$ cat config.mk
export PLATFORM = sky130hd
export DESIGN_NAME = header_tail_frame_deframer_unit
export DESIGN_NICKNAME = d
export VERILOG_FILES = /design/src/rtl/core/htfd_pkg.sv /design/src/rtl/core/header_tail_frame_deframer_unit.sv /design/src/rtl/core/htfd_cfg_regs.sv /design/src/rtl/core/htfd_in_stage.sv /design/src/rtl/core/htfd_core.sv /design/src/rtl/core/htfd_out_stage.sv
export SDC_FILE = /design/constraint.sdc
export NUM_CORES = 1
export LEC_CHECK = 0
export ABC_AREA = 1
export BUFFER_PORTS_ARGS = -buffer_cell sky130_fd_sc_hd__buf_2
export CORE_ASPECT_RATIO = 1.2
export CORE_MARGIN = 3
export CORE_UTILIZATION = 30
export DETAILED_ROUTE_END_ITERATION = 6
export PLACE_DENSITY = 0.47
export SETUP_SLACK_MARGIN = 0.4
export SLEW_MARGIN = 20
export SYNTH_ARGS = -nofsm -noshare
export SYNTH_HDL_FRONTEND = slang
export SYNTH_SLANG_ARGS = --single-unit
$ cat constraint.sdc
create_clock -name aclk -period 3.3 [get_ports aclk]
set_clock_uncertainty 0.1 [all_clocks]
set_input_delay 0.99 -clock aclk [delete_from_list [all_inputs] [get_ports aclk]]
set_output_delay 0.99 -clock aclk [all_outputs]
set_load 0.02 [all_outputs]
$ cat src/rtl/core/htfd_pkg.sv
// Shared types, constants and helpers of the header/tail frame deframer.
package htfd_pkg;

    localparam int BYTE_W          = 8;
    localparam int PATTERN_W       = 32;
    localparam int PATTERN_BYTES   = PATTERN_W / BYTE_W;
    localparam int LEN_W           = 3;
    localparam int CNT_W           = 4;
    localparam int CFG_IDX_W       = 3;
    localparam int CFG_DATA_W      = 32;

    localparam int DEF_MAX_HEADER_BYTES = 4;
    localparam int DEF_MAX_TAIL_BYTES   = 4;

    typedef enum logic [CFG_IDX_W-1:0] {
        CFG_HEADER_PATTERN  = 3'd0,
        CFG_HEADER_LEN      = 3'd1,
        CFG_TAIL_PATTERN    = 3'd2,
        CFG_TAIL_LEN        = 3'd3,
        CFG_VOLUME_CATEGORY = 3'd4,
        CFG_VOLUME_ONLY     = 3'd5,
        CFG_ACCEPT_ANY_TAIL = 3'd6
    } cfg_index_t;

    typedef enum logic [1:0] {
        PH_WAIT     = 2'd0,
        PH_CATEGORY = 2'd1,
        PH_EVENT    = 2'd2,
        PH_TAIL     = 2'd3
    } phase_t;

    typedef struct packed {
        logic [PATTERN_W-1:0] header_pattern;
        logic [LEN_W-1:0]     header_len;
        logic [PATTERN_W-1:0] tail_pattern;
        logic [LEN_W-1:0]     tail_len;
        logic [BYTE_W-1:0]    volume_category;
        logic                 volume_only;
        logic                 accept_any_tail;
    } cfg_t;

    typedef struct packed {
        logic              valid;
        logic [BYTE_W-1:0] category_byte;
        logic [BYTE_W-1:0] event_byte;
        logic              is_volume;
    } result_t;

    // Byte idx of a packed pattern; positions past the register read as zero.
    function automatic logic [BYTE_W-1:0] pattern_byte(input logic [PATTERN_W-1:0] pat,
                                                       input logic [CNT_W-1:0] idx);
        logic [BYTE_W-1:0] b;
        b = '0;
        if (idx < CNT_W'(PATTERN_BYTES)) begin
            case (idx[1:0])
                2'd0: b = pat[7:0];
                2'd1: b = pat[15:8];
                2'd2: b = pat[23:16];
                2'd3: b = pat[31:24];
                default: b = '0;
            endcase
        end
        return b;
    endfunction

    // Clamp a configured length to the supported maximum.
    function automatic logic [CNT_W-1:0] used_len(input logic [LEN_W-1:0] len,
                                                  input logic [CNT_W-1:0] max_len);
        logic [CNT_W-1:0] l;
        l = {{(CNT_W-LEN_W){1'b0}}, len};
        return (l > max_len) ? max_len : l;
    endfunction

endpackage

$ cat src/rtl/core/header_tail_frame_deframer_unit.sv
// Top level of the header/tail frame deframer.
//
//   channel  direction  handshake           payload
//   s_       in         s_valid / s_ready   s_rx_byte
//   m_       out        m_valid / m_ready   m_category_byte, m_event_byte, m_is_volume
//   cfg_     in         cfg_wr_en           cfg_index, cfg_wdata
//
// One item per cycle unless the result stalls: each byte is registered, runs
// through the header/phase/tail update and lands in the result register. m_valid
// rises after a frame-ending byte passes the input and then the result register.
// Reset clears configuration, frame state and both valid flags.
// A stalled result holds the update of the next byte; the input register keeps it.
module header_tail_frame_deframer_unit #(
    parameter int MAX_HEADER_BYTES = htfd_pkg::DEF_MAX_HEADER_BYTES,
    parameter int MAX_TAIL_BYTES   = htfd_pkg::DEF_MAX_TAIL_BYTES
) (
    input  logic                              aclk,
    input  logic                              aresetn,
    input  logic                              cfg_wr_en,
    input  logic [htfd_pkg::CFG_IDX_W-1:0]    cfg_index,
    input  logic [htfd_pkg::CFG_DATA_W-1:0]   cfg_wdata,
    input  logic                              s_valid,
    output logic                              s_ready,
    input  logic [htfd_pkg::BYTE_W-1:0]       s_rx_byte,
    output logic                              m_valid,
    input  logic                              m_ready,
    output logic [htfd_pkg::BYTE_W-1:0]       m_category_byte,
    output logic [htfd_pkg::BYTE_W-1:0]       m_event_byte,
    output logic                              m_is_volume
);

    htfd_pkg::cfg_t              cfg;
    htfd_pkg::result_t           result;
    logic                        held_valid;
    logic [htfd_pkg::BYTE_W-1:0] held_byte;
    logic                        advance;

    // Advance the held item when the result register is free or draining.
    assign advance = held_valid && (!m_valid || m_ready);

    htfd_cfg_regs u_cfg (
        .aclk      (aclk),
        .aresetn   (aresetn),
        .cfg_wr_en (cfg_wr_en),
        .cfg_index (cfg_index),
        .cfg_wdata (cfg_wdata),
        .cfg       (cfg)
    );

    htfd_in_stage u_in (
        .aclk       (aclk),
        .aresetn    (aresetn),
        .s_valid    (s_valid),
        .s_ready    (s_ready),
        .s_rx_byte  (s_rx_byte),
        .advance    (advance),
        .held_valid (held_valid),
        .held_byte  (held_byte)
    );

    htfd_core #(
        .MAX_HEADER_BYTES (MAX_HEADER_BYTES),
        .MAX_TAIL_BYTES   (MAX_TAIL_BYTES)
    ) u_core (
        .aclk    (aclk),
        .aresetn (aresetn),
        .cfg     (cfg),
        .step_en (advance),
        .rx_byte (held_byte),
        .result  (result)
    );

    htfd_out_stage u_out (
        .aclk            (aclk),
        .aresetn         (aresetn),
        .load            (advance),
        .result          (result),
        .m_valid         (m_valid),
        .m_ready         (m_ready),
        .m_category_byte (m_category_byte),
        .m_event_byte    (m_event_byte),
        .m_is_volume     (m_is_volume)
    );

endmodule

$ cat src/rtl/core/htfd_cfg_regs.sv
// Configuration register file of the frame deframer.
module htfd_cfg_regs (
    input  logic                              aclk,
    input  logic                              aresetn,
    input  logic                              cfg_wr_en,
    input  logic [htfd_pkg::CFG_IDX_W-1:0]    cfg_index,
    input  logic [htfd_pkg::CFG_DATA_W-1:0]   cfg_wdata,
    output htfd_pkg::cfg_t                    cfg
);

    htfd_pkg::cfg_t cfg_reg;
    htfd_pkg::cfg_t cfg_next;

    always_comb begin
        cfg_next = cfg_reg;
        if (cfg_wr_en) begin
            case (htfd_pkg::cfg_index_t'(cfg_index))
                htfd_pkg::CFG_HEADER_PATTERN:
                    cfg_next.header_pattern = cfg_wdata[htfd_pkg::PATTERN_W-1:0];
                htfd_pkg::CFG_HEADER_LEN:
                    cfg_next.header_len = cfg_wdata[htfd_pkg::LEN_W-1:0];
                htfd_pkg::CFG_TAIL_PATTERN:
                    cfg_next.tail_pattern = cfg_wdata[htfd_pkg::PATTERN_W-1:0];
                htfd_pkg::CFG_TAIL_LEN:
                    cfg_next.tail_len = cfg_wdata[htfd_pkg::LEN_W-1:0];
                htfd_pkg::CFG_VOLUME_CATEGORY:
                    cfg_next.volume_category = cfg_wdata[htfd_pkg::BYTE_W-1:0];
                htfd_pkg::CFG_VOLUME_ONLY:
                    cfg_next.volume_only = cfg_wdata[0];
                htfd_pkg::CFG_ACCEPT_ANY_TAIL:
                    cfg_next.accept_any_tail = cfg_wdata[0];
                default: ;
            endcase
        end
    end

    always_ff @(posedge aclk) begin
        if (!aresetn) begin
            cfg_reg <= '0;
        end else begin
            cfg_reg <= cfg_next;
        end
    end

    assign cfg = cfg_reg;

endmodule

$ cat src/rtl/core/htfd_in_stage.sv
// Input register of the frame deframer.
module htfd_in_stage (
    input  logic                           aclk,
    input  logic                           aresetn,
    input  logic                           s_valid,
    output logic                           s_ready,
    input  logic [htfd_pkg::BYTE_W-1:0]    s_rx_byte,
    input  logic                           advance,
    output logic                           held_valid,
    output logic [htfd_pkg::BYTE_W-1:0]    held_byte
);

    logic                        valid_reg;
    logic                        valid_next;
    logic [htfd_pkg::BYTE_W-1:0] byte_reg;

    assign s_ready = !valid_reg || advance;

    always_comb begin
        valid_next = valid_reg;
        if (s_ready) begin
            valid_next = s_valid;
        end
    end

    always_ff @(posedge aclk) begin
        if (!aresetn) begin
            valid_reg <= 1'b0;
        end else begin
            valid_reg <= valid_next;
        end
    end

    always_ff @(posedge aclk) begin
        if (s_valid && s_ready) begin
            byte_reg <= s_rx_byte;
        end
    end

    assign held_valid = valid_reg;
    assign held_byte  = byte_reg;

endmodule

$ cat src/rtl/core/htfd_core.sv
// Frame state and per-byte header, phase and tail update.
module htfd_core #(
    parameter int MAX_HEADER_BYTES = htfd_pkg::DEF_MAX_HEADER_BYTES,
    parameter int MAX_TAIL_BYTES   = htfd_pkg::DEF_MAX_TAIL_BYTES
) (
    input  logic                           aclk,
    input  logic                           aresetn,
    input  htfd_pkg::cfg_t                 cfg,
    input  logic                           step_en,
    input  logic [htfd_pkg::BYTE_W-1:0]    rx_byte,
    output htfd_pkg::result_t              result
);

    localparam int HCW = (MAX_HEADER_BYTES > 1) ? $clog2(MAX_HEADER_BYTES) : 1;
    localparam int TCW = (MAX_TAIL_BYTES > 1) ? $clog2(MAX_TAIL_BYTES) : 1;
    localparam int CW  = htfd_pkg::CNT_W;
    localparam logic [CW-1:0] HMAX = CW'(MAX_HEADER_BYTES);
    localparam logic [CW-1:0] TMAX = CW'(MAX_TAIL_BYTES);

    logic [HCW-1:0]              hm_reg, hm_next;
    logic [TCW-1:0]              tm_reg, tm_next;
    htfd_pkg::phase_t            phase_reg, phase_next;
    logic [htfd_pkg::BYTE_W-1:0] hc_reg, hc_next;
    logic [htfd_pkg::BYTE_W-1:0] he_reg, he_next;

    logic [CW-1:0]    hlen, tlen;
    logic [CW-1:0]    hm_ext, tm_ext, hm_inc, tm_inc;
    htfd_pkg::phase_t dfl_phase, cur_phase, restart_phase;
    logic             hdr_hit, tail_hit, done;

    assign hlen   = htfd_pkg::used_len(cfg.header_len, HMAX);
    assign tlen   = htfd_pkg::used_len(cfg.tail_len, TMAX);
    assign hm_ext = {{(CW-HCW){1'b0}}, hm_reg};
    assign tm_ext = {{(CW-TCW){1'b0}}, tm_reg};
    assign hm_inc = hm_ext + CW'(1);
    assign tm_inc = tm_ext + CW'(1);

    assign restart_phase = cfg.volume_only ? htfd_pkg::PH_EVENT : htfd_pkg::PH_CATEGORY;
    assign dfl_phase     = (hlen != '0) ? htfd_pkg::PH_WAIT : restart_phase;
    assign cur_phase     = (phase_reg == htfd_pkg::PH_WAIT) ? dfl_phase : phase_reg;

    assign hdr_hit = (hlen != '0) && (hm_ext < hlen) &&
                     (rx_byte == htfd_pkg::pattern_byte(cfg.header_pattern, hm_ext));
    assign tail_hit = cfg.accept_any_tail ||
                      ((tm_ext < tlen) &&
                       (rx_byte == htfd_pkg::pattern_byte(cfg.tail_pattern, tm_ext)));

    always_comb begin
        hm_next    = hm_reg;
        tm_next    = tm_reg;
        phase_next = cur_phase;
        hc_next    = hc_reg;
        he_next    = he_reg;
        done       = 1'b0;
        if (hdr_hit && (hm_inc >= hlen)) begin
            // Full header: consume the byte and open a new frame.
            hm_next    = '0;
            tm_next    = '0;
            phase_next = restart_phase;
        end else begin
            hm_next = hdr_hit ? hm_inc[HCW-1:0] : '0;
            case (cur_phase)
                htfd_pkg::PH_CATEGORY: begin
                    hc_next    = rx_byte;
                    phase_next = htfd_pkg::PH_EVENT;
                end
                htfd_pkg::PH_EVENT: begin
                    he_next = rx_byte;
                    if (cfg.volume_only) begin
                        hc_next = rx_byte;
                    end
                    done       = (tlen == '0);
                    phase_next = htfd_pkg::PH_TAIL;
                end
                htfd_pkg::PH_TAIL: begin
                    if (tail_hit) begin
                        if (tm_inc >= tlen) begin
                            tm_next = '0;
                            done    = 1'b1;
                        end else begin
                            tm_next = tm_inc[TCW-1:0];
                        end
                    end else begin
                        // Drop the frame on a tail mismatch.
                        tm_next    = '0;
                        phase_next = dfl_phase;
                    end
                end
                default: ;
            endcase
            if (done) begin
                phase_next = dfl_phase;
            end
        end
    end

    always_ff @(posedge aclk) begin
        if (!aresetn) begin
            hm_reg    <= '0;
            tm_reg    <= '0;
            phase_reg <= htfd_pkg::PH_WAIT;
            hc_reg    <= '0;
            he_reg    <= '0;
        end else if (step_en) begin
            hm_reg    <= hm_next;
            tm_reg    <= tm_next;
            phase_reg <= phase_next;
            hc_reg    <= hc_next;
            he_reg    <= he_next;
        end
    end

    always_comb begin
        result.valid         = done;
        result.category_byte = hc_next;
        result.event_byte    = he_next;
        result.is_volume     = cfg.volume_only || (hc_next == cfg.volume_category);
    end

endmodule

$ cat src/rtl/core/htfd_out_stage.sv
// Result register of the frame deframer.
module htfd_out_stage (
    input  logic                           aclk,
    input  logic                           aresetn,
    input  logic                           load,
    input  htfd_pkg::result_t              result,
    output logic                           m_valid,
    input  logic                           m_ready,
    output logic [htfd_pkg::BYTE_W-1:0]    m_category_byte,
    output logic [htfd_pkg::BYTE_W-1:0]    m_event_byte,
    output logic                           m_is_volume
);

    logic                        valid_reg, valid_next;
    logic [htfd_pkg::BYTE_W-1:0] category_reg;
    logic [htfd_pkg::BYTE_W-1:0] event_reg;
    logic                        is_volume_reg;

    always_comb begin
        valid_next = valid_reg;
        if (load) begin
            valid_next = result.valid;
        end else if (m_ready) begin
            valid_next = 1'b0;
        end
    end

    always_ff @(posedge aclk) begin
        if (!aresetn) begin
            valid_reg <= 1'b0;
        end else begin
            valid_reg <= valid_next;
        end
    end

    always_ff @(posedge aclk) begin
        if (load && result.valid) begin
            category_reg  <= result.category_byte;
            event_reg     <= result.event_byte;
            is_volume_reg <= result.is_volume;
        end
    end

    assign m_valid         = valid_reg;
    assign m_category_byte = category_reg;
    assign m_event_byte    = event_reg;
    assign m_is_volume     = is_volume_reg;

endmodule

* Yosys cells after proc, flatten, opt, wreduce, memory -nomap -nowiden
Index checks and enable logic that the tools add are counted.
** Word-level totals
- Output and inout bits :: 19
- Input bits :: 48
- Register bits :: 129
- Logic and storage cells :: 106
** Cells by class
- Muxes and demuxes :: 31
- Add/subtract/negate cells :: 2
- Eq/ne operators :: 18
- $lt $le $gt $ge :: 8
- Reductions and logical operators :: 29
** Operator list (count)
- one-hot mux 8 bit (4 select lines) :: 2
- two-way mux 8 bit :: 6
- equality test 8 bit :: 3
- two-way mux 2 bit :: 12
- one-hot mux 8 bit (2 select lines) :: 1
- AND reduction 2 bit :: 8
- equality test 2 bit (second input constant) :: 6
- equality test 3 bit (second input constant) :: 3
- >= comparator 4 bit :: 2
- less-than comparator 2 x 4 -> 1 bit :: 2
- logical AND 1 bit :: 7
- adder 2 x 1 -> 3 bit (second input constant) :: 2
- equality test 2 x 1 -> 1 bit (second input constant) :: 3
- equality test 3 x 2 -> 1 bit (second input constant) :: 2
- > comparator 3 bit (second input constant) :: 2
- zero test 2 bit :: 3
- less-than comparator 2 x 3 -> 1 bit (second input constant) :: 2
- two-way mux 1 bit :: 6
- two-way mux 3 bit :: 2
- one-hot mux 2 bit (3 select lines) :: 1
- zero test 4 bit :: 1
- logical OR 1 bit :: 4
- nonzero test 2 bit :: 2
- nonzero test 4 bit :: 1
- 4 further kinds :: 5

* Logic depth before layout (Yosys ltp)
- Depth in word-level cells :: 11
- Gate-level depth with buffers :: 23
- Depth with buffers taken out :: 22

* Modules after synthesis
From an unflattened synthesis, not the netlist that was laid out.
** Second synthesis, totals
- Cells, all modules :: 1044
- Area total of the unflattened synthesis :: 7051.8 um^2
** By module, submodules not included
- htfd_cfg_regs :: cells an instance 483, sequential area each 1601.5 um^2, instances 1, area each 3308.2 um^2
- htfd_core :: cells an instance 519, sequential area each 440.4 um^2, instances 1, area each 2877.8 um^2
- htfd_out_stage :: cells an instance 24, sequential area each 530.5 um^2, instances 1, area each 558.0 um^2
- htfd_in_stage :: cells an instance 15, sequential area each 260.2 um^2, instances 1, area each 291.5 um^2
- header_tail_frame_deframer_unit :: cells an instance 3, sequential area each 0.0 um^2, instances 1, area each 16.3 um^2

* Worst setup path after synthesis
No wires, ideal clock.
- Path type :: reg2reg
- Start :: register u_core.hm_reg[0]
- End :: register u_out.category_reg, in the netlist u_out.m_category_byte[0], enable pin
- Data arrival time :: 2.358 ns
- Path buffers :: 1
- Slack :: 0.473 ns
- Period minus slack after synthesis :: 2.827 ns
- Required time :: 2.831 ns
- Library setup time :: 0.369 ns
- Cell stages (with the launch flop) :: 11
- Cells stage by stage :: dfxtp_1 -> inv_1 -> ha_1 -> ha_1 -> a21o_1 -> a21oi_1 -> inv_1 -> nand3_2 -> buf_6 -> nand3_1 -> inv_1
** Between the ends
- Longest elaborated chain between the ends :: 8
- Elaborated cells on any way between the ends :: 16
- Those cells by class :: 1 x add/sub; 3 x order compare; 4 x eq/ne; 3 x mux; 5 x reduce/logical
** Ends and longest elaborated chain
- start: declaration :: RTL line htfd_core.sv:20 : logic [HCW-1:0] hm_reg, hm_next;
- start signal: assignment :: RTL line htfd_core.sv:105 : hm_reg <= hm_next;
- equality test 2 bit, or another cell as far along :: RTL line htfd_pkg.sv:55 : case (idx[1:0])
- one-hot mux 8 bit (4 select lines) :: RTL line htfd_pkg.sv:55
- two-way mux 8 bit :: RTL line htfd_pkg.sv:54 : if (idx < CNT_W'(PATTERN_BYTES)) begin
- equality test 8 bit :: RTL line htfd_core.sv:43 : (rx_byte == htfd_pkg::pattern_byte(cfg.header_pattern, hm_ext));
- logical AND 1 bit :: RTL line htfd_core.sv:42 : assign hdr_hit = (hlen != '0) && (hm_ext < hlen) &&
- logical AND 1 bit * :: RTL line htfd_core.sv:55 : if (hdr_hit && (hm_inc >= hlen)) begin
- two-way mux 1 bit * :: RTL line htfd_core.sv:55
- logical AND 1 bit * :: RTL line htfd_out_stage.sv:37 : if (load && result.valid) begin
- end signal: assignment :: RTL line htfd_out_stage.sv:38 : category_reg <= result.category_byte;
- end: declaration :: RTL line htfd_out_stage.sv:15 : logic [htfd_pkg::BYTE_W-1:0] category_reg;
Mark *: on every way between the ends. The rest lies on a longest branch, timed or not.
A chain may end at the register's enable or synchronous reset.

* Worst setup path after layout
- Start :: register u_core.tm_reg[1]
- End :: register u_out.category_reg, in the netlist u_out.m_category_byte[6], enable pin
** Between the ends
- Longest elaborated chain between the ends :: 11
- Elaborated cells on any way between the ends :: 19
- Those cells by class :: 1 x add/sub; 3 x order compare; 4 x eq/ne; 7 x mux; 4 x reduce/logical
** Ends and longest elaborated chain
- start: declaration :: RTL line htfd_core.sv:21 : logic [TCW-1:0] tm_reg, tm_next;
- start signal: assignment :: RTL line htfd_core.sv:106 : tm_reg <= tm_next;
- equality test 2 bit, or another cell as far along :: RTL line htfd_pkg.sv:55
- one-hot mux 8 bit (4 select lines) :: RTL line htfd_pkg.sv:55
- two-way mux 8 bit :: RTL line htfd_pkg.sv:54
- equality test 8 bit :: RTL line htfd_core.sv:46 : (rx_byte == htfd_pkg::pattern_byte(cfg.tail_pattern, tm_ext)));
- logical AND 1 bit :: RTL line htfd_core.sv:45 : ((tm_ext < tlen) &&
- logical OR 1 bit :: RTL line htfd_core.sv:44 : assign tail_hit = cfg.accept_any_tail ||
- two-way mux 1 bit * :: RTL line htfd_core.sv:76 : if (tail_hit) begin
- one-hot mux 1 bit (2 select lines) * :: RTL line htfd_core.sv:62 : case (cur_phase)
- two-way mux 1 bit * (2 in a row) :: RTL line htfd_core.sv:55
- logical AND 1 bit * :: RTL line htfd_out_stage.sv:37
Mark *: on every way between the ends. The rest lies on a longest branch, timed or not. The select of a mux whose other input is x is not followed.

==> impl_metrics.toml <==
[final_layout]
utilization_pct = 37.8
largest_register_ffs = 80
antenna_cells = 0
layoutNonFillerInstCount = 1259
final_layout_size_suffix_gt1_share_pct = 18.5
finish.net_count = 1045
syn_to_final_growth_pct = 23.2

[drt]
wirelength_um = 20800
drt-pass1-iter-count = 4
maxUsedRoutingLayer = "met4"
drcViolationCount = 0
antenna_left = 0
detail_route.wirelength.met1_um = 9150
detail_route_met2_wl_um = 10400
route.vias.total = 6026
wl_per_cell_um = 16.6
avgViaCountPerCell = 4.79
detail_route.iter0.violations = 299
detailroute.wirelength.met3_um = 691

[synthesis]
muxShareOfSynthArea_pct = 0
postSynthNetCount = 975
yosys.cell_types.count = 38
synth-warning-count = 0
ys.flop_type = "sky130_fd_sc_hd__dfxtp_1"
synthesis.area_per_instance_um2 = 7.15
main_combinational_cell_family_by_area_after_synthesis = "simple AND/OR/NAND/NOR gates"
synthXorXnorAreaFrac_pct = 0
yosys.area_share.adder_pct = 4.06
netlist_instances = 906
postSynthRegisterBits = 129
synth_commonest_cells = "sky130_fd_sc_hd__nand2_1 (176), sky130_fd_sc_hd__nor2_1 (168), sky130_fd_sc_hd__dfxtp_1 (104), sky130_fd_sc_hd__o21ai_0 (103), sky130_fd_sc_hd__inv_1 (87)"
yosysMostFrequentCell = "sky130_fd_sc_hd__nand2_1"
library_cell_occupying_the_most_area_in_the_post_synthesis_netlist = "sky130_fd_sc_hd__dfxtp_1"
fraction_of_the_mapped_netlist_area_in_compound_gates_pct = 15.1
synthSimpleGateAreaFrac_pct = 28.9
synth-edff-count = 25
synth_top_cells_by_area = "sky130_fd_sc_hd__dfxtp_1 (32%), sky130_fd_sc_hd__edfxtp_1 (12%), sky130_fd_sc_hd__nand2_1 (10%)"
syn-cell-area_um2 = 6480
synth.top_cell.area_share_pct = 32.1
async_flop_share_pct = 0
synth_seq_area_share_pct = 43.7

[worst_hold_path]
worst_hold_path_type = "flop to flop"
min_delay_path_depth = 2
holdPathEnd = "u_cfg.cfg[7]"
min-delay-start = "u_cfg.cfg[7]"

[setup_path]
crit_arrival_ps = 2820
timing.critical_path.to_type = "flop"
r2r-end = "u_out.m_category_byte[6]"
regToRegSetupSlack_ps = 520
worst_r2r_path_depth = 16
crit_path_start_kind = "flop"
worstSetupPathType = "flop to flop"
critPathRequiredTime_ps = 3340
worst_r2r_startpoint = "u_core.tm_reg[1]"
worstPathMaxFanout = 17

[floorplan]
io_pins = 67
die-width_um = 140
placementRows = 58
fp.dieH_um = 167
die-area_um2 = 23400
floorplan.initialDensity_pct = 30.7
core-area_um2 = 21100

[timing]
fin_crit_ps = 2780
worst_pin_slew_ps = 538
finalSetupViolCount = 0
final_hold_viol_count = 0
max_freq_mhz = 360
drv_slew = 0
slew_headroom_pct = 64.1
totalNegativeSetupSlack_ps = 0
grt_setup_unrepaired = "yes"
final.hold.worst_slack_ps = 369
timing.final.crit_share_pct = 84.2

[global_route]
gr-total-overflow = 0
grt_first_pass_wirelength_um = 32200
first_global_vias = 5802
initial_antenna_violation_count = 0
total_global_route_track_usage_pct = 17.9
grt_start_max_net_pins = 41

[clock_tree]
root_buffer_cell = "sky130_fd_sc_hd__clkbuf_16"
cts_hold_buffers = 0
clkTransAtPathRegs_ps = 60
htreeDepth = 4
number_of_buffers_created_by_cts = 17
clkSinkCount = 129
cts_tree = "built"
clock_latency_late_sink_ps = 420
clk_path_buf_depth = 2

[flow_run]
cap_viol_max_count = 0

[pwr]
report.power.total_mw = 4.41
power-per-cell-area_nw_per_um2 = 553
static-leakage-power_nw = 3.59
vdd_ir_drop_max_uv = 358

[run_status]
outcome = "finished, final reports clean"

[placement]
dpl.hpwl_um = 15400
gp_congestion = 0.906
post-place-cells = 1226
port_buffers = 66
## per-stage QoR
step,cell area (um2),worst slack (ps)
CTS,7850,401
global route,7980,367
global placement,7170,268
floorplan,6480,473
finish,7980,520
detailed placement,7170,218
## where the power goes
part	internal [mW]	switching (mW)
Sequential	1.68	0.0452
Combinational	0.210	0.387
Clock	1.36	0.730
Total	3.25	1.16
## logic make-up (layout without fill, tap and decap cells)
| kind of cell | count (synthesis) | after routing |
|---|---|---|
| AOI/OAI and AO/OA | 182 | 182 |
| adders and majority gates | 21 | 21 |
| buffers and inverters | 133 | 216 |
| DFF | 129 | 129 |
| and+or+nand+nor | 441 | 441 |
## worst max path at each step
stage	startpoint	end	slack, ps	depth (start not counted)
CTS	u_core.tm_reg[0]	u_out.m_category_byte[6]	400	16
global route	u_core.hm_reg[1]	u_out.m_is_volume	370	20
floorplan	u_core.hm_reg[0]	u_out.m_category_byte[0]	470	10
finish	u_core.tm_reg[1]	u_out.m_category_byte[6]	520	16
global placement	u_core.hm_reg[0]	u_out.m_category_byte[5]	270	14
detailed placement	u_core.hm_reg[0]	u_out.m_category_byte[5]	220	14
## timing repair
action	4_1_cts	5_1_grt
cloned	0	0
resized for setup	10	31
buffers inserted	0	1
endpoints found under the setup margin	20	35
pin swaps	0	2
endpoints found under the hold margin	0	0
## routing by layer
metal	vias up	track usage, %
li1	3084	-
met1	2763	22.2
met2	143	30.3
met3	36	3.53
met4	0	7.25
met5	-	0
## layout make-up
class	instances	area, um2
well taps	270	338
repair buffers	91	543
clock inverters	13	209
fillers	2258	13100
inverters	93	369
clock buffers	19	443
multi-input cells	644	3240
flip-flops and latches	129	2840
## worst max-delay path, cell delays in order (launching register included)
cell and delay (ps):
sky130_fd_sc_hd__dfxtp_2 410, sky130_fd_sc_hd__inv_1 110, sky130_fd_sc_hd__ha_2 270, sky130_fd_sc_hd__nand2_1 150, sky130_fd_sc_hd__nand4_1 210, sky130_fd_sc_hd__nand3_1 120, sky130_fd_sc_hd__nand2_1 60, sky130_fd_sc_hd__nor2_1 100
sky130_fd_sc_hd__nand2_1 60, sky130_fd_sc_hd__nor2_1 120, sky130_fd_sc_hd__nand2_2 110, sky130_fd_sc_hd__nand2_2 100, sky130_fd_sc_hd__nand2_1 50, sky130_fd_sc_hd__nand2_1 120, sky130_fd_sc_hd__nand3_1 120, sky130_fd_sc_hd__inv_1 110
sky130_fd_sc_hd__buf_12 160
## cell usage in the layout, fill, tap and decap left out, types with 5 or more instances in the layout
cell type	synthesis	routed
sky130_fd_sc_hd__dfxtp_1	104	100
sky130_fd_sc_hd__nand3_1	46	46
sky130_fd_sc_hd__o22ai_1	8	8
sky130_fd_sc_hd__nand2_1	176	171
sky130_fd_sc_hd__clkbuf_16	0	17
sky130_fd_sc_hd__o21ai_0	103	98
sky130_fd_sc_hd__bufinv_16	0	5
sky130_fd_sc_hd__ha_1	21	13
sky130_fd_sc_hd__buf_2	2	66
sky130_fd_sc_hd__edfxtp_1	25	25
sky130_fd_sc_hd__nand2_2	12	17
sky130_fd_sc_hd__a21oi_1	48	47
sky130_fd_sc_hd__inv_1	87	85
sky130_fd_sc_hd__nand4_1	20	20
sky130_fd_sc_hd__nor2_1	168	165
sky130_fd_sc_hd__buf_4	3	23
sky130_fd_sc_hd__o21ai_2	8	9
sky130_fd_sc_hd__ha_4	0	5
sky130_fd_sc_hd__o21ai_1	9	13
No activity file was read; power rests on OpenSTA's default activity.
